==> src/rtl/bpat_pkg.sv <==
// ============================================================================
// Buffer pool tracker package
// Shared widths, request and status codes, and the control structs that pass
// between the controller and the datapath.
// ============================================================================
package bpat_pkg;

    localparam int REQ_TYPE_W  = 3;
    localparam int INDEX_W     = 3;
    localparam int OWNER_W     = 4;
    localparam int CODE_W      = 8;
    localparam int KIND_W      = 2;
    localparam int COUNT_W     = 4;
    localparam int STAMP_W     = 32;
    localparam int TPU_W       = 16;
    localparam int TOU_W       = 8;
    localparam int LIMIT_W     = TPU_W + TOU_W;
    localparam int CFG_INDEX_W = 1;
    localparam int CFG_DATA_W  = 16;
    localparam int MAX_NOTICES = 8;

    localparam logic [REQ_TYPE_W-1:0] REQ_OBTAIN  = 3'd0;
    localparam logic [REQ_TYPE_W-1:0] REQ_RELEASE = 3'd1;
    localparam logic [REQ_TYPE_W-1:0] REQ_MARK    = 3'd2;
    localparam logic [REQ_TYPE_W-1:0] REQ_ACK     = 3'd3;
    localparam logic [REQ_TYPE_W-1:0] REQ_TICK    = 3'd4;

    localparam logic [1:0] ST_FREE     = 2'd0;
    localparam logic [1:0] ST_OBTAINED = 2'd1;
    localparam logic [1:0] ST_AWAIT    = 2'd2;
    localparam logic [1:0] ST_TIMEOUT  = 2'd3;

    localparam logic [KIND_W-1:0] KIND_REPLY  = 2'd0;
    localparam logic [KIND_W-1:0] KIND_DONE   = 2'd1;
    localparam logic [KIND_W-1:0] KIND_NOTICE = 2'd2;

    localparam logic [CFG_INDEX_W-1:0] CFG_TICKS_PER_UNIT = 1'd0;
    localparam logic [CFG_INDEX_W-1:0] CFG_TIMEOUT_UNITS  = 1'd1;

    localparam logic [TPU_W-1:0] TPU_RESET = 16'd10;
    localparam logic [TOU_W-1:0] TOU_RESET = 8'd100;

    typedef struct packed {
        logic in_ready;
        logic advance;
        logic take_hit;
        logic emit_final;
    } bpat_cmd_t;

    typedef struct packed {
        logic                  in_valid;
        logic                  in_known;
        logic                  in_scan;
        logic [REQ_TYPE_W-1:0] op;
        logic                  hit;
        logic                  scan_last;
        logic                  out_free;
        logic                  pend_vld;
    } bpat_sts_t;

    typedef struct packed {
        logic [KIND_W-1:0]  kind;
        logic               success;
        logic [INDEX_W-1:0] index;
        logic [OWNER_W-1:0] owner;
        logic [COUNT_W-1:0] count;
        logic               last;
    } bpat_res_t;

endpackage

==> src/rtl/bpat_req_if.sv <==
// ============================================================================
// Buffer pool request channel
// Valid/ready channel that carries one request item.
// ============================================================================
interface bpat_req_if;
    import bpat_pkg::*;

    logic                  valid;
    logic                  ready;
    logic [REQ_TYPE_W-1:0] req_type;
    logic [INDEX_W-1:0]    entry_index;
    logic [OWNER_W-1:0]    owner_id;
    logic [CODE_W-1:0]     request_code;
    logic                  needs_ack;

    modport source (
        output valid,
        output req_type,
        output entry_index,
        output owner_id,
        output request_code,
        output needs_ack,
        input  ready
    );

    modport sink (
        input  valid,
        input  req_type,
        input  entry_index,
        input  owner_id,
        input  request_code,
        input  needs_ack,
        output ready
    );

endinterface

==> src/rtl/bpat_res_if.sv <==
// ============================================================================
// Buffer pool result channel
// Valid/ready channel that carries one result item.
// ============================================================================
interface bpat_res_if;
    import bpat_pkg::*;

    logic               valid;
    logic               ready;
    logic [KIND_W-1:0]  result_kind;
    logic               success;
    logic [INDEX_W-1:0] result_index;
    logic [OWNER_W-1:0] notify_owner;
    logic [COUNT_W-1:0] freed_count;
    logic               last;

    modport source (
        output valid,
        output result_kind,
        output success,
        output result_index,
        output notify_owner,
        output freed_count,
        output last,
        input  ready
    );

    modport sink (
        input  valid,
        input  result_kind,
        input  success,
        input  result_index,
        input  notify_owner,
        input  freed_count,
        input  last,
        output ready
    );

endinterface

==> src/rtl/bpat_ctrl.sv <==
// ============================================================================
// Buffer pool tracker controller
// Sequences request intake, the descriptor scan (one entry per cycle while no
// hit waits for the result register) and the final result of each request.
// ============================================================================
module bpat_ctrl
(
    input  logic                clk,
    input  logic                rst_n,
    input  bpat_pkg::bpat_sts_t sts,
    output bpat_pkg::bpat_cmd_t cmd
);
    import bpat_pkg::*;

    localparam logic [1:0] S_IDLE   = 2'd0;
    localparam logic [1:0] S_SCAN   = 2'd1;
    localparam logic [1:0] S_FINISH = 2'd2;

    logic [1:0] state_reg;
    logic [1:0] state_next;
    logic       need_out;

    always_ff @(posedge clk or negedge rst_n)
    begin
        if (!rst_n)
        begin
            state_reg <= S_IDLE;
        end
        else
        begin
            state_reg <= state_next;
        end
    end

    always_comb
    begin
        cmd        = '0;
        state_next = state_reg;
        need_out   = (sts.op == REQ_OBTAIN) || ((sts.op == REQ_TICK) && sts.pend_vld);
        unique case (state_reg)
            S_IDLE:
            begin
                cmd.in_ready = 1'b1;
                if (sts.in_valid && sts.in_known)
                begin
                    state_next = sts.in_scan ? S_SCAN : S_FINISH;
                end
            end
            S_SCAN:
            begin
                if (!(sts.hit && need_out && !sts.out_free))
                begin
                    cmd.take_hit = sts.hit;
                    if (sts.hit && (sts.op == REQ_OBTAIN))
                    begin
                        state_next = S_IDLE;
                    end
                    else if (sts.scan_last)
                    begin
                        state_next = S_FINISH;
                    end
                    else
                    begin
                        cmd.advance = 1'b1;
                    end
                end
            end
            S_FINISH:
            begin
                if (sts.out_free)
                begin
                    cmd.emit_final = 1'b1;
                    state_next     = S_IDLE;
                end
            end
            default:
            begin
                state_next = S_IDLE;
            end
        endcase
    end

    a_no_advance_past_end: assert property (@(posedge clk) disable iff (!rst_n)
        cmd.advance |-> !sts.scan_last)
        else $error("scan advanced past the last entry");

    a_scan_op: assert property (@(posedge clk) disable iff (!rst_n)
        (state_reg == S_SCAN) |->
            ((sts.op == REQ_OBTAIN) || (sts.op == REQ_ACK) || (sts.op == REQ_TICK)))
        else $error("scan running for a request that does not scan");

    a_accept_leaves_idle: assert property (@(posedge clk) disable iff (!rst_n)
        ((state_reg == S_IDLE) && sts.in_valid && sts.in_known) |=> (state_reg != S_IDLE))
        else $error("known request accepted without being processed");

endmodule

==> src/rtl/bpat_dpath.sv <==
// ============================================================================
// Buffer pool tracker datapath
// Descriptor status flops, owner/code/stamp memories, timeout limit, tick
// counter, notice holding register and the result output register.
// ============================================================================
module bpat_dpath #(
    parameter int POOL_ENTRIES = 8
)
(
    input  logic                                  clk,
    input  logic                                  rst_n,
    bpat_req_if.sink                              req,
    bpat_res_if.source                            res,
    input  logic                                  cfg_wr_en,
    input  logic [bpat_pkg::CFG_INDEX_W-1:0]      cfg_index,
    input  logic [bpat_pkg::CFG_DATA_W-1:0]       cfg_data,
    input  bpat_pkg::bpat_cmd_t                   cmd,
    output bpat_pkg::bpat_sts_t                   sts
);
    import bpat_pkg::*;

    localparam int IDX_W = (POOL_ENTRIES > 1) ? $clog2(POOL_ENTRIES) : 1;
    localparam int CNT_W = $clog2(POOL_ENTRIES + 1);
    localparam int NTC_W = $clog2(MAX_NOTICES + 1);
    localparam logic [IDX_W-1:0] LAST_IDX = IDX_W'(POOL_ENTRIES - 1);

    logic [TPU_W-1:0]      tpu_reg;
    logic [TOU_W-1:0]      tou_reg;
    logic [LIMIT_W-1:0]    limit_reg;
    logic [STAMP_W-1:0]    tick_now_reg;

    logic [REQ_TYPE_W-1:0] op_reg;
    logic [INDEX_W-1:0]    ridx_reg;
    logic [OWNER_W-1:0]    rown_reg;
    logic [CODE_W-1:0]     rcode_reg;
    logic                  rack_reg;

    logic [IDX_W-1:0]      scan_reg;
    logic [IDX_W-1:0]      rd_addr;
    logic [IDX_W-1:0]      req_addr;
    logic                  in_range;

    logic [1:0]            status_reg [POOL_ENTRIES];
    logic [1:0]            cur_status;
    logic [1:0]            hit_status;

    logic [OWNER_W-1:0]    owner_mem [POOL_ENTRIES];
    logic [CODE_W-1:0]     code_mem  [POOL_ENTRIES];
    logic [STAMP_W-1:0]    stamp_mem [POOL_ENTRIES];
    logic [OWNER_W-1:0]    owner_q;
    logic [CODE_W-1:0]     code_q;
    logic [STAMP_W-1:0]    stamp_q;

    logic [STAMP_W-1:0]    elapsed;
    logic                  hit;
    logic [CNT_W-1:0]      cnt_reg;
    logic [NTC_W-1:0]      ntc_reg;

    logic                  pend_vld_reg;
    logic [INDEX_W-1:0]    pend_idx_reg;
    logic [OWNER_W-1:0]    pend_own_reg;

    logic                  accept;
    logic                  own_we;
    logic                  mark_we;
    logic                  rel_we;
    logic                  emit;
    logic                  out_vld_reg;
    logic                  out_free;
    bpat_res_t             res_reg;
    bpat_res_t             res_next;

    assign accept   = req.valid && cmd.in_ready;
    assign req.ready = cmd.in_ready;
    assign out_free = !out_vld_reg || res.ready;

    assign in_range = (32'(ridx_reg) < 32'(POOL_ENTRIES));
    assign req_addr = IDX_W'({{IDX_W{1'b0}}, ridx_reg});
    assign rd_addr  = cmd.in_ready ? '0 : (cmd.advance ? scan_reg + IDX_W'(1) : scan_reg);

    assign own_we  = cmd.take_hit && (op_reg == REQ_OBTAIN);
    assign mark_we = cmd.emit_final && (op_reg == REQ_MARK) && in_range;
    assign rel_we  = cmd.emit_final && (op_reg == REQ_RELEASE) && in_range;

    // Configuration registers and the registered timeout limit.
    always_ff @(posedge clk or negedge rst_n)
    begin
        if (!rst_n)
        begin
            tpu_reg <= TPU_RESET;
            tou_reg <= TOU_RESET;
        end
        else if (cfg_wr_en)
        begin
            unique case (cfg_index)
                CFG_TICKS_PER_UNIT: tpu_reg <= cfg_data;
                CFG_TIMEOUT_UNITS:  tou_reg <= cfg_data[TOU_W-1:0];
            endcase
        end
    end

    always_ff @(posedge clk)
    begin
        limit_reg <= LIMIT_W'(tpu_reg) * LIMIT_W'(tou_reg);
    end

    // Request capture.
    always_ff @(posedge clk)
    begin
        if (accept)
        begin
            op_reg    <= req.req_type;
            ridx_reg  <= req.entry_index;
            rown_reg  <= req.owner_id;
            rcode_reg <= req.request_code;
            rack_reg  <= req.needs_ack;
        end
    end

    always_ff @(posedge clk or negedge rst_n)
    begin
        if (!rst_n)
        begin
            tick_now_reg <= '0;
            scan_reg     <= '0;
            cnt_reg      <= '0;
            ntc_reg      <= '0;
        end
        else
        begin
            if (accept && (req.req_type == REQ_TICK))
            begin
                tick_now_reg <= tick_now_reg + STAMP_W'(1);
            end
            if (accept)
            begin
                scan_reg <= '0;
                cnt_reg  <= '0;
                ntc_reg  <= '0;
            end
            else
            begin
                if (cmd.advance)
                begin
                    scan_reg <= scan_reg + IDX_W'(1);
                end
                if (cmd.take_hit && (op_reg == REQ_ACK))
                begin
                    cnt_reg <= cnt_reg + CNT_W'(1);
                end
                if (cmd.take_hit && (op_reg == REQ_TICK))
                begin
                    ntc_reg <= ntc_reg + NTC_W'(1);
                end
            end
        end
    end

    // Descriptor memories: one write port each, read at the scan address.
    always_ff @(posedge clk)
    begin
        if (own_we)
        begin
            owner_mem[scan_reg] <= rown_reg;
        end
        owner_q <= owner_mem[rd_addr];
    end

    always_ff @(posedge clk)
    begin
        if (mark_we)
        begin
            code_mem[req_addr] <= rcode_reg;
        end
        code_q <= code_mem[rd_addr];
    end

    always_ff @(posedge clk)
    begin
        if (mark_we)
        begin
            stamp_mem[req_addr] <= tick_now_reg;
        end
        stamp_q <= stamp_mem[rd_addr];
    end

    // Scan evaluation of the current entry.
    assign cur_status = status_reg[scan_reg];
    assign elapsed    = tick_now_reg - stamp_q;

    always_comb
    begin
        hit        = 1'b0;
        hit_status = cur_status;
        unique case (op_reg)
            REQ_OBTAIN:
            begin
                hit        = (cur_status == ST_FREE);
                hit_status = ST_OBTAINED;
            end
            REQ_ACK:
            begin
                hit        = (cur_status == ST_AWAIT) && (code_q == rcode_reg);
                hit_status = ST_FREE;
            end
            REQ_TICK:
            begin
                hit        = (cur_status == ST_AWAIT)
                             && (elapsed > {{(STAMP_W-LIMIT_W){1'b0}}, limit_reg})
                             && (ntc_reg != NTC_W'(MAX_NOTICES));
                hit_status = ST_TIMEOUT;
            end
            default:
            begin
                hit        = 1'b0;
                hit_status = cur_status;
            end
        endcase
    end

    always_ff @(posedge clk or negedge rst_n)
    begin
        if (!rst_n)
        begin
            for (int i = 0; i < POOL_ENTRIES; i++)
            begin
                status_reg[i] <= ST_FREE;
            end
        end
        else
        begin
            if (cmd.take_hit)
            begin
                status_reg[scan_reg] <= hit_status;
            end
            if (rel_we)
            begin
                status_reg[req_addr] <= ST_FREE;
            end
            if (mark_we && rack_reg)
            begin
                status_reg[req_addr] <= ST_AWAIT;
            end
        end
    end

    // A notice is held back until it is known whether another one follows.
    always_ff @(posedge clk or negedge rst_n)
    begin
        if (!rst_n)
        begin
            pend_vld_reg <= 1'b0;
        end
        else if (cmd.take_hit && (op_reg == REQ_TICK))
        begin
            pend_vld_reg <= 1'b1;
        end
        else if (cmd.emit_final)
        begin
            pend_vld_reg <= 1'b0;
        end
    end

    always_ff @(posedge clk)
    begin
        if (cmd.take_hit && (op_reg == REQ_TICK))
        begin
            pend_idx_reg <= INDEX_W'({{INDEX_W{1'b0}}, scan_reg});
            pend_own_reg <= owner_q;
        end
    end

    // Result selection and output register.
    assign emit = cmd.emit_final
                  || (cmd.take_hit
                      && ((op_reg == REQ_OBTAIN) || ((op_reg == REQ_TICK) && pend_vld_reg)));

    always_comb
    begin
        res_next      = '0;
        res_next.kind = KIND_DONE;
        res_next.last = 1'b1;
        if (cmd.take_hit)
        begin
            if (op_reg == REQ_OBTAIN)
            begin
                res_next.kind    = KIND_REPLY;
                res_next.success = 1'b1;
                res_next.index   = INDEX_W'({{INDEX_W{1'b0}}, scan_reg});
            end
            else
            begin
                res_next.kind  = KIND_NOTICE;
                res_next.index = pend_idx_reg;
                res_next.owner = pend_own_reg;
                res_next.last  = 1'b0;
            end
        end
        else
        begin
            unique case (op_reg)
                REQ_OBTAIN:
                begin
                    res_next.kind = KIND_REPLY;
                end
                REQ_ACK:
                begin
                    res_next.count = COUNT_W'({{COUNT_W{1'b0}}, cnt_reg});
                end
                REQ_TICK:
                begin
                    if (pend_vld_reg)
                    begin
                        res_next.kind  = KIND_NOTICE;
                        res_next.index = pend_idx_reg;
                        res_next.owner = pend_own_reg;
                    end
                end
                default:
                begin
                    res_next.kind = KIND_DONE;
                end
            endcase
        end
    end

    always_ff @(posedge clk or negedge rst_n)
    begin
        if (!rst_n)
        begin
            out_vld_reg <= 1'b0;
        end
        else if (emit)
        begin
            out_vld_reg <= 1'b1;
        end
        else if (res.ready)
        begin
            out_vld_reg <= 1'b0;
        end
    end

    always_ff @(posedge clk)
    begin
        if (emit)
        begin
            res_reg <= res_next;
        end
    end

    assign res.valid        = out_vld_reg;
    assign res.result_kind  = res_reg.kind;
    assign res.success      = res_reg.success;
    assign res.result_index = res_reg.index;
    assign res.notify_owner = res_reg.owner;
    assign res.freed_count  = res_reg.count;
    assign res.last         = res_reg.last;

    assign sts.in_valid  = req.valid;
    assign sts.in_known  = (req.req_type <= REQ_TICK);
    assign sts.in_scan   = (req.req_type == REQ_OBTAIN) || (req.req_type == REQ_ACK)
                           || (req.req_type == REQ_TICK);
    assign sts.op        = op_reg;
    assign sts.hit       = hit;
    assign sts.scan_last = (scan_reg == LAST_IDX);
    assign sts.out_free  = out_free;
    assign sts.pend_vld  = pend_vld_reg;

    a_emit_has_room: assert property (@(posedge clk) disable iff (!rst_n)
        emit |-> out_free)
        else $error("result produced while the output register is occupied");

    a_notice_limit: assert property (@(posedge clk) disable iff (!rst_n)
        ntc_reg <= NTC_W'(MAX_NOTICES))
        else $error("too many timeout notices for one tick");

    a_pend_only_tick: assert property (@(posedge clk) disable iff (!rst_n)
        pend_vld_reg |-> (op_reg == REQ_TICK))
        else $error("held notice outside a tick request");

endmodule

==> src/rtl/buffer_pool_ack_timeout_tracker.sv <==
// ============================================================================
// Buffer pool tracker with acknowledgement timeout
// Top level: request and result channels, configuration write port, and the
// controller and datapath.
// ============================================================================
// The block handles one request item at a time. Obtain, ack and tick walk the
// descriptors one entry per cycle through the single read port of the descriptor
// memories, pausing while a hit must wait for the result register (obtain stops
// at the first free entry). Results sit in an output register, so a new request
// can be accepted while the last result of the previous one waits to be taken.
// Statuses come out of reset all free; no clearing pass is needed.
module buffer_pool_ack_timeout_tracker #(
    parameter int POOL_ENTRIES = 8
)
(
    input  logic                             clk,
    input  logic                             rst_n,
    bpat_req_if.sink                         req,
    bpat_res_if.source                       res,
    input  logic                             cfg_wr_en,
    input  logic [bpat_pkg::CFG_INDEX_W-1:0] cfg_index,
    input  logic [bpat_pkg::CFG_DATA_W-1:0]  cfg_data
);
    import bpat_pkg::*;

    bpat_cmd_t cmd;
    bpat_sts_t sts;

    bpat_ctrl u_ctrl (
        .clk   (clk),
        .rst_n (rst_n),
        .sts   (sts),
        .cmd   (cmd)
    );

    bpat_dpath #(
        .POOL_ENTRIES (POOL_ENTRIES)
    ) u_dpath (
        .clk       (clk),
        .rst_n     (rst_n),
        .req       (req),
        .res       (res),
        .cfg_wr_en (cfg_wr_en),
        .cfg_index (cfg_index),
        .cfg_data  (cfg_data),
        .cmd       (cmd),
        .sts       (sts)
    );

endmodule

==> src/flat_wrapper.sv <==
// flat-port wrapper written by rule: the top's interface ports become plain ports
module buffer_pool_ack_timeout_tracker_flat import bpat_pkg::*;
#(
    parameter int POOL_ENTRIES = 8
)
  (clk, rst_n, cfg_wr_en, cfg_index, cfg_data, req_valid, req_req_type, req_entry_index, req_owner_id, req_request_code, req_needs_ack, req_ready, res_valid, res_result_kind, res_success, res_result_index, res_notify_owner, res_freed_count, res_last, res_ready);
  bpat_req_if req_i ();
  bpat_res_if res_i ();
  input  logic clk;
  input  logic rst_n;
  input  logic cfg_wr_en;
  input  logic [bpat_pkg::CFG_INDEX_W-1:0] cfg_index;
  input  logic [bpat_pkg::CFG_DATA_W-1:0] cfg_data;
  input wire logic [$bits(req_i.valid)-1:0] req_valid;
  input wire logic [$bits(req_i.req_type)-1:0] req_req_type;
  input wire logic [$bits(req_i.entry_index)-1:0] req_entry_index;
  input wire logic [$bits(req_i.owner_id)-1:0] req_owner_id;
  input wire logic [$bits(req_i.request_code)-1:0] req_request_code;
  input wire logic [$bits(req_i.needs_ack)-1:0] req_needs_ack;
  output wire logic [$bits(req_i.ready)-1:0] req_ready;
  output wire logic [$bits(res_i.valid)-1:0] res_valid;
  output wire logic [$bits(res_i.result_kind)-1:0] res_result_kind;
  output wire logic [$bits(res_i.success)-1:0] res_success;
  output wire logic [$bits(res_i.result_index)-1:0] res_result_index;
  output wire logic [$bits(res_i.notify_owner)-1:0] res_notify_owner;
  output wire logic [$bits(res_i.freed_count)-1:0] res_freed_count;
  output wire logic [$bits(res_i.last)-1:0] res_last;
  input wire logic [$bits(res_i.ready)-1:0] res_ready;
  assign req_i.valid = req_valid;
  assign req_i.req_type = req_req_type;
  assign req_i.entry_index = req_entry_index;
  assign req_i.owner_id = req_owner_id;
  assign req_i.request_code = req_request_code;
  assign req_i.needs_ack = req_needs_ack;
  assign req_ready = req_i.ready;
  assign res_valid = res_i.valid;
  assign res_result_kind = res_i.result_kind;
  assign res_success = res_i.success;
  assign res_result_index = res_i.result_index;
  assign res_notify_owner = res_i.notify_owner;
  assign res_freed_count = res_i.freed_count;
  assign res_last = res_i.last;
  assign res_i.ready = res_ready;
  buffer_pool_ack_timeout_tracker #(.POOL_ENTRIES(POOL_ENTRIES)) u_core (.clk(clk), .rst_n(rst_n), .req(req_i), .res(res_i), .cfg_wr_en(cfg_wr_en), .cfg_index(cfg_index), .cfg_data(cfg_data));
endmodule
==> config.mk <==
export PLATFORM = sky130hd
export DESIGN_NAME = buffer_pool_ack_timeout_tracker_flat
export DESIGN_NICKNAME = d
export VERILOG_FILES = /design/src/rtl/bpat_pkg.sv /design/src/rtl/bpat_req_if.sv /design/src/rtl/bpat_res_if.sv /design/src/rtl/bpat_ctrl.sv /design/src/rtl/bpat_dpath.sv /design/src/rtl/buffer_pool_ack_timeout_tracker.sv /design/src/flat_wrapper.sv
export SDC_FILE = /design/constraint.sdc
export NUM_CORES = 1
export LEC_CHECK = 0
export ABC_CLOCK_PERIOD_IN_PS = 9700
export BUFFER_PORTS_ARGS = -buffer_cell sky130_fd_sc_hd__buf_2
export CORE_MARGIN = 3
export CORE_UTILIZATION = 25
export CTS_CLUSTER_SIZE = 40
export DETAILED_ROUTE_END_ITERATION = 7
export GPL_TIMING_DRIVEN = 0
export PLACE_DENSITY_LB_ADDON = 0.2
export SYNTH_ARGS = -nofsm -noshare
export SYNTH_HDL_FRONTEND = slang
export SYNTH_SLANG_ARGS = --single-unit
==> constraint.sdc <==
create_clock -name clk -period 9.7 [get_ports clk]
set_input_delay 1.455 -clock clk [delete_from_list [all_inputs] [get_ports clk]]
set_output_delay 1.455 -clock clk [all_outputs]
set_load 0.02 [all_outputs]
==> results of run 1 <==
cells by family after synthesis:
kind of cell               synth area share (%)
AOI/OAI and AO/OA                          12.3
xor gates and xnor gates                   2.63
adders and majority gates                  10.9
buffers and inverters                      4.00
DFF                                        55.5
muxes                                      1.71
and+or+nand+nor                            13.0
per-layer routing:
| layer | wire [um] | share of wire, % | up-vias | GRT usage, % |
|---|---|---|---|---|
| met3 | 3360 | 4.4 | 112 | 1.96 |
| li1 | - | - | 8792 | - |
| met5 | 0 | 0 | - | 0 |
| met4 | 1810 | 2.3 | 0 | 3.71 |
| met1 | 35100 | 45 | 9187 | 17.7 |
| met2 | 36900 | 48 | 389 | 22.6 |
power groups by stage:
stage                     Clock, W  Sequential [W]  Combinational [W]
after detailed placement         0         0.00304            0.00408
after global routing       0.00253         0.00302            0.00464
after floorplan                  0         0.00298            0.00301
final                      0.00236         0.00299            0.00405
after global placement           0         0.00304            0.00405
after CTS                  0.00243         0.00300            0.00412
cells in the final DEF (no fill, tap or decap), types with 18 or more instances in the layout:
cell type  netlist  final
or3_1           57     57
fa_1            85     85
clkinv_2         0     19
clkbuf_16        0     60
o21ai_0         79     79
a211oi_1        99     99
xnor2_1         52     52
clkbuf_1       101    112
xor2_1          31     31
nor2_1         139    131
nor4_1          18     18
buf_2           20     76
mux2_2          27     27
o22ai_1         52     52
and3_1          23     23
nand2_1        187    187
dfxtp_1         68     68
nor4_2          30     30
inv_1          159    159
a21oi_1        141    141
nand3_1         28     28
o21a_1          53     53
nor3_1          63     63
ha_1           105    105
and2_1          65     65
edfxtp_1       393    393
dfrtp_1         82     82
cell type report:
cell class / count / share of cell area, %
clock buffer: 74 / 4.90
tap: 1476 / 5.74
sequential: 548 / 47.7
inverter: 160 / 1.87
clock inverter: 40 / 1.47
timing repair buffer: 68 / 1.60
multi-input combinational: 1512 / 35.1
buffer: 127 / 1.58
path summary, 6_finish.rpt:
check                      slack (ns)  depth (start not counted)                        endpoint                           start
setup reg to reg                 1.42                         23      u_core.u_dpath.stamp_q[21]  u_core.u_dpath.tick_now_reg[1]
max in group asynchronous        8.20                          2    u_core.u_dpath.status_reg[6]                           rst_n
min in group asynchronous        0.79                          1      u_core.u_dpath.tpu_reg[10]                           rst_n
setup / recovery                 1.42                         23      u_core.u_dpath.stamp_q[21]  u_core.u_dpath.tick_now_reg[1]
hold reg to reg                  0.42                          0  u_core.u_dpath.pend_own_reg[1]       u_core.u_dpath.owner_q[1]
hold / removal                   0.42                          0  u_core.u_dpath.pend_own_reg[1]       u_core.u_dpath.owner_q[1]
worst max-delay path, cell delays in order, from the launching register on:
cell and delay, ns:
dfrtp_1 0.73, ha_1 0.33, nor2b_1 0.14, o311ai_1 0.30
a31oi_1 0.24, or3_1 0.35, a21oi_1 0.46, nor2_1 0.10
nor2_1 0.19, o21ai_0 0.14, xor2_1 0.16, ha_1 0.30
nand3_1 0.08, nor2_1 0.15, nand4_1 0.19, or4_1 0.62
a21oi_1 0.25, nand4b_1 0.52, o311ai_4 0.60, nand2_2 0.19
a41oi_2 0.69, clkbuf_1 0.59, o22ai_1 0.19, nor4_1 0.54
metrics by stage:
| stage | setup slack, ns | utilization [%] | hold WS [ns] |
|---|---|---|---|
| finish | 1.42 | 29.4 | 0.420 |
| global route | 0.939 | 29.4 | 0.434 |
| CTS | 1.36 | 29.4 | 0.413 |
| detailed placement | 1.45 | 27.5 | 0.398 |
| global placement | 1.44 | 27.3 | 0.392 |
| floorplan | 4.06 | - | 0.386 |
==> results.yml, run 1 <==
floorplanning:
  die_w_um: 339
  initial_core_util_pct: 25.3
  io_pins: 58
  core-area_mm2: 0.109
  die-area_mm2: 0.115
  rows: 121
  die_h_um: 339
routing:
  drt-wirelength-per-cell_um: 19.3
  via_per_inst: 4.61
  drtIter0Drc: 1046
  dr.pass1.iters: 6
  drc: 0
  drt-total-wl_um: 77200
  ant_nets: 0
  vias: 18500
synth:
  ys_types: 83
  synth_top_area_cell: "edfxtp_1"
  synth_top_area_share_pct: 42.7
  synth-seq-cells: 548
  synth_cells: 2347
  ys_warn_count: 0
  syn-num-nets: 2578
  async_flop_share_pct: 15.9
  synth_edf_count: 393
  synthTopCellsByArea: "edfxtp_1 (43%), dfrtp_1 (7.4%), fa_1 (6.2%)"
  seq_area_frac_synth_pct: 55.5
  synthFlopType: "edfxtp_1"
  synth_area_per_cell_um2: 11.8
  ys_top_cells_by_count: "edfxtp_1 (393), nand2_1 (187), inv_1 (159)"
  yosysMostFrequentCell: "edfxtp_1"
  synth.cell_area_mm2: 0.0277
global_routing:
  antenna_found_initial: 0
  grt_max_degree: 59
  grt_pass1_vias: 19300
  track_usage_pct: 13.3
  overflow: 0
  grt_pass1_wl_um: 120000
place:
  port_buffers: 57
  dp_cells: 3891
  place_area_mm2: 0.0301
  dpl.hpwl_um: 54700
  gp_congestion: 0.791
clock_network:
  cts_hold_buf: 0
  cts_buffer_depth: 3
  h-tree-depth: 2
  cts_tree: "done"
  cts-resized-gates: 0
  clock_sinks: 548
  root_buffer: "clkbuf_16"
  numCtsBuffers: 60
  clock_latency_ns: 0.67
  postCtsSetupRepairBufs: 0
  clk_pin_slew_ns: 0.07
final_layout:
  nets: 2708
  drive_gt1_share_pct: 11.3
  multiInputGateArea_mm2: 0.0113
  top_regs: "u_core.u_dpath.stamp_mem x256, u_core.u_dpath.code_mem x64"
  regArea_mm2: 0.0153
  area_growth_pct: 16.2
  fin_area_mm2: 0.0322
  fin_cells: 4005
  antenna_cells: 0
  largest_reg_flops: 256
  largest_register: "u_core.u_dpath.stamp_mem"
  nFillCells: 11300
timing:
  finalClockSkew_ns: 0.0767
  fmaxAchievable_ghz: 0.121
  fin_crit_ns: 8.28
  rsz0062_at_grt: "false"
  finalMaxSlewViolations: 0
  worstMarginPinSlew_ns: 1.16
  finalSetupTns_ns: 0
  maxSlewHeadroom_pct: 21.9
  hold_viol: 0
  setup_viol: 0
  fin_crit_sh_pct: 85.3
critical_path:
  worst_ep_required_time_ns: 10.13
  end_kind: "flip-flop"
  arrival_ns: 8.71
  crit_path_start_kind: "flip-flop"
  crit_fanout: 13
  crit_type: "flip-flop to flip-flop"
power:
  switching_power_w: 0.00363
  pwr-share-clk_pct: 25.1
  pwr_density_cell_mw_per_mm2: 292
  pwr-share-seq_pct: 31.8
  internal_power_w: 0.00577
  swShare_pct: 38.6
  ir_worst_vdd_mv: 0.159
  comb_power_share_pct: 43.1
  power_w: 0.00940
  p_leak_nw: 11.4
flow_run:
  maxCapViolations: 0
status:
  status: "finished clean"
min_path:
  hold_class: "flip-flop to flip-flop"
Power figures use the tool's default switching activity.
==> inputs of run 2 (changes only) <==
- BUFFER_PORTS_ARGS: -buffer_cell sky130_fd_sc_hd__buf_2 -> not set
- CELL_PAD_IN_SITES_DETAIL_PLACEMENT: not set -> 1
- CELL_PAD_IN_SITES_GLOBAL_PLACEMENT: not set -> 1
- DONT_BUFFER_PORTS: not set -> 1
==> run 2 against run 1 <==
Effect of this change: register-to-register slack got worse by 0.18 ns; sequential share of layout area increased by 0.054 points; critical path type unchanged; highest routed layer unchanged; global-route usage increased by 1.2 points; clock skew decreased by 0.053 ns.
==> results.yml, run 2 (synthesized netlist as in run 1, its figures left out) <==
status:
  status: "finished clean"
timing:
  fin_crit_ns: 8.45
  fin_crit_sh_pct: 87.2
  hold_viol: 0
  setup_viol: 0
  rsz0062_at_grt: "false"
  worstMarginPinSlew_ns: 1.14
  finalClockSkew_ns: 0.0238
  finalMaxSlewViolations: 0
  finalSetupTns_ns: 0
  maxSlewHeadroom_pct: 23.9
  fmaxAchievable_ghz: 0.118
clock_network:
  cts_buffer_depth: 3
  cts_tree: "done"
  clk_pin_slew_ns: 0.06
  cts-resized-gates: 0
  clock_sinks: 548
  root_buffer: "clkbuf_16"
  clock_latency_ns: 0.62
  postCtsSetupRepairBufs: 0
  cts_hold_buf: 0
  numCtsBuffers: 66
  h-tree-depth: 3
critical_path:
  slowest_stage: "dfrtp_1"
  worstReg2RegStart: "u_core.u_dpath.tick_now_reg[1]"
  reg2reg_depth: 23
  crit_type: "flip-flop to flip-flop"
  worstPathCellList: "ha_1, nor2b_1, o311ai_1, a31oi_1, or3_1, a21oi_1, nor2_1, nor2_1, o21ai_0, xor2_1, ha_1, nand3_1, nor2_1, nand4_1, or4_1, a21oi_1, nand4b_1, o311ai_4, nand2_2, a41oi_2, clkbuf_1, o22ai_1, nor4_1"
  end_kind: "flip-flop"
  crit_path_start_kind: "flip-flop"
  cp-startpoint: "u_core.u_dpath.tick_now_reg[1]"
  worst_ep_required_time_ns: 10.14
  arrival_ns: 8.90
  max_stage_delay_ns: 0.73
  crit_fanout: 13
  r2r_slack_ns: 1.25
  path_buf_inv: 1
  cpMostUsedCell: "nor2_1"
  timing.rr.end: "u_core.u_dpath.stamp_q[25]"
  crit_family: "simple AND/OR/NAND/NOR gates"
global_routing:
  overflow: 0
  grt_max_degree: 88
  grt_pass1_vias: 20300
  antenna_found_initial: 0
  grt_pass1_wl_um: 129000
  track_usage_pct: 14.5
floorplanning:
  rows: 121
  die-area_mm2: 0.115
  initial_core_util_pct: 25.3
  die_h_um: 339
  io_pins: 58
  die_w_um: 339
  core-area_mm2: 0.109
final_layout:
  antenna_cells: 0
  final_common_cell: "edfxtp_1"
  nFillCells: 12100
  fin_area_mm2: 0.0321
  nets: 2658
  largest_reg_flops: 256
  drive_gt1_share_pct: 9.43
  largest_register: "u_core.u_dpath.stamp_mem"
  final_cell_mix: "edfxtp_1 (393), nand2_1 (187), inv_1 (159)"
  utilization_pct: 29.4
  area_growth_pct: 16.1
  top_regs: "u_core.u_dpath.stamp_mem x256, u_core.u_dpath.code_mem x64"
routing:
  drc: 0
  drt-total-wl_um: 83500
  dr.pass1.iters: 5
  drt-wirelength-per-cell_um: 21.1
  via_per_inst: 4.69
  vias: 18600
  drtIter0Drc: 976
  ant_nets: 0
place:
  dpl.hpwl_um: 59400
  place_area_mm2: 0.0298
  port_buffers: 0
  gp_congestion: 0.775
power:
  comb_power_share_pct: 42.2
  switching_power_w: 0.00377
  pwr-share-seq_pct: 31.0
  p_leak_nw: 11.3
  pwr-share-clk_pct: 26.8
  swShare_pct: 38.7
  pwr_density_cell_mw_per_mm2: 303
  power_w: 0.00972
  ir_worst_vdd_mv: 0.139
  internal_power_w: 0.00596
min_path:
  hold_path_startpoint: "u_core.u_dpath.owner_q[0]"
  min_delay_path_depth: 0
  hold_class: "flip-flop to flip-flop"
  worstHoldEndpoint: "u_core.u_dpath.pend_own_reg[0]"
flow_run:
  maxCapViolations: 0
[run 2: cell count changes in the layout (fill, tap and decap cells not counted), sizes merged]
cell	delta
clkinvlp	-4
bufinv	+1
clkinv	+2
inv	+2
buf	-56
clkbuf	+7
[run 2: layout make-up]
cell class	instances	area (um^2)	area share, %
Buffer	127	507	1.58
Clock buffer	81	1780	5.54
Clock inverter	41	500	1.56
Inverter	160	601	1.87
Multi-Input combinational cell	1512	11300	35.2
Sequential cell	548	15300	47.8
Tap cell	1476	1850	5.75
Timing Repair Buffer	12	246	0.767
[run 2: per-layer routing]
layer	vias to the layer above	wire, um	track usage, %
li1	8704	-	-
met1	9460	38100	19.0
met2	276	40800	25.0
met3	116	2580	2.11
met4	0	2040	3.99
met5	-	0	0
[run 2: worst max-delay path by stage]
stage	to	slack [ns]	cells past startpoint
2_1_floorplan	u_core.u_dpath.res.freed_count[0]	4.06	24
3_3_place_gp	u_core.u_dpath.stamp_q[21]	1.12	23
3_5_place_dp	u_core.u_dpath.stamp_q[21]	1.06	23
4_1_cts	u_core.u_dpath.stamp_q[21]	1.03	23
5_1_grt	u_core.u_dpath.stamp_q[21]	0.68	23
6_report	u_core.u_dpath.stamp_q[25]	1.25	23
[run 2: worst register-to-register path, stage by stage (launching register included)]
cell      delay [ns]
dfrtp_1         0.73
ha_1            0.33
nor2b_1         0.14
o311ai_1        0.33
a31oi_1         0.25
or3_1           0.35
a21oi_1         0.47
nor2_1          0.10
nor2_1          0.20
o21ai_0         0.14
xor2_1          0.16
ha_1            0.30
nand3_1         0.08
nor2_1          0.17
nand4_1         0.19
or4_1           0.63
a21oi_1         0.27
nand4b_1        0.59
o311ai_4        0.64
nand2_2         0.20
a41oi_2         0.70
clkbuf_1        0.66
o22ai_1         0.17
nor4_1          0.49
[run 2: power groups by stage]
stage	Sequential [W]	Clock, W	Combinational, W
floorplan	0.00298	0	0.00301
global placement	0.00306	0	0.00407
detailed placement	0.00307	0	0.00416
CTS	0.00302	0.00269	0.00420
global route	0.00305	0.00278	0.00472
finish	0.00302	0.00260	0.00410
[run 2: stage by stage]
| step | std cells | hold slack (ns) | setup slack (ns) |
|---|---|---|---|
| after CTS | 3957 | 0.404 | 1.03 |
| after global placement | 3823 | 0.391 | 1.12 |
| final | 3957 | 0.405 | 1.25 |
| after detailed placement | 3835 | 0.391 | 1.06 |
| after floorplan | 2347 | 0.386 | 4.06 |
| after global routing | 3957 | 0.415 | 0.677 |
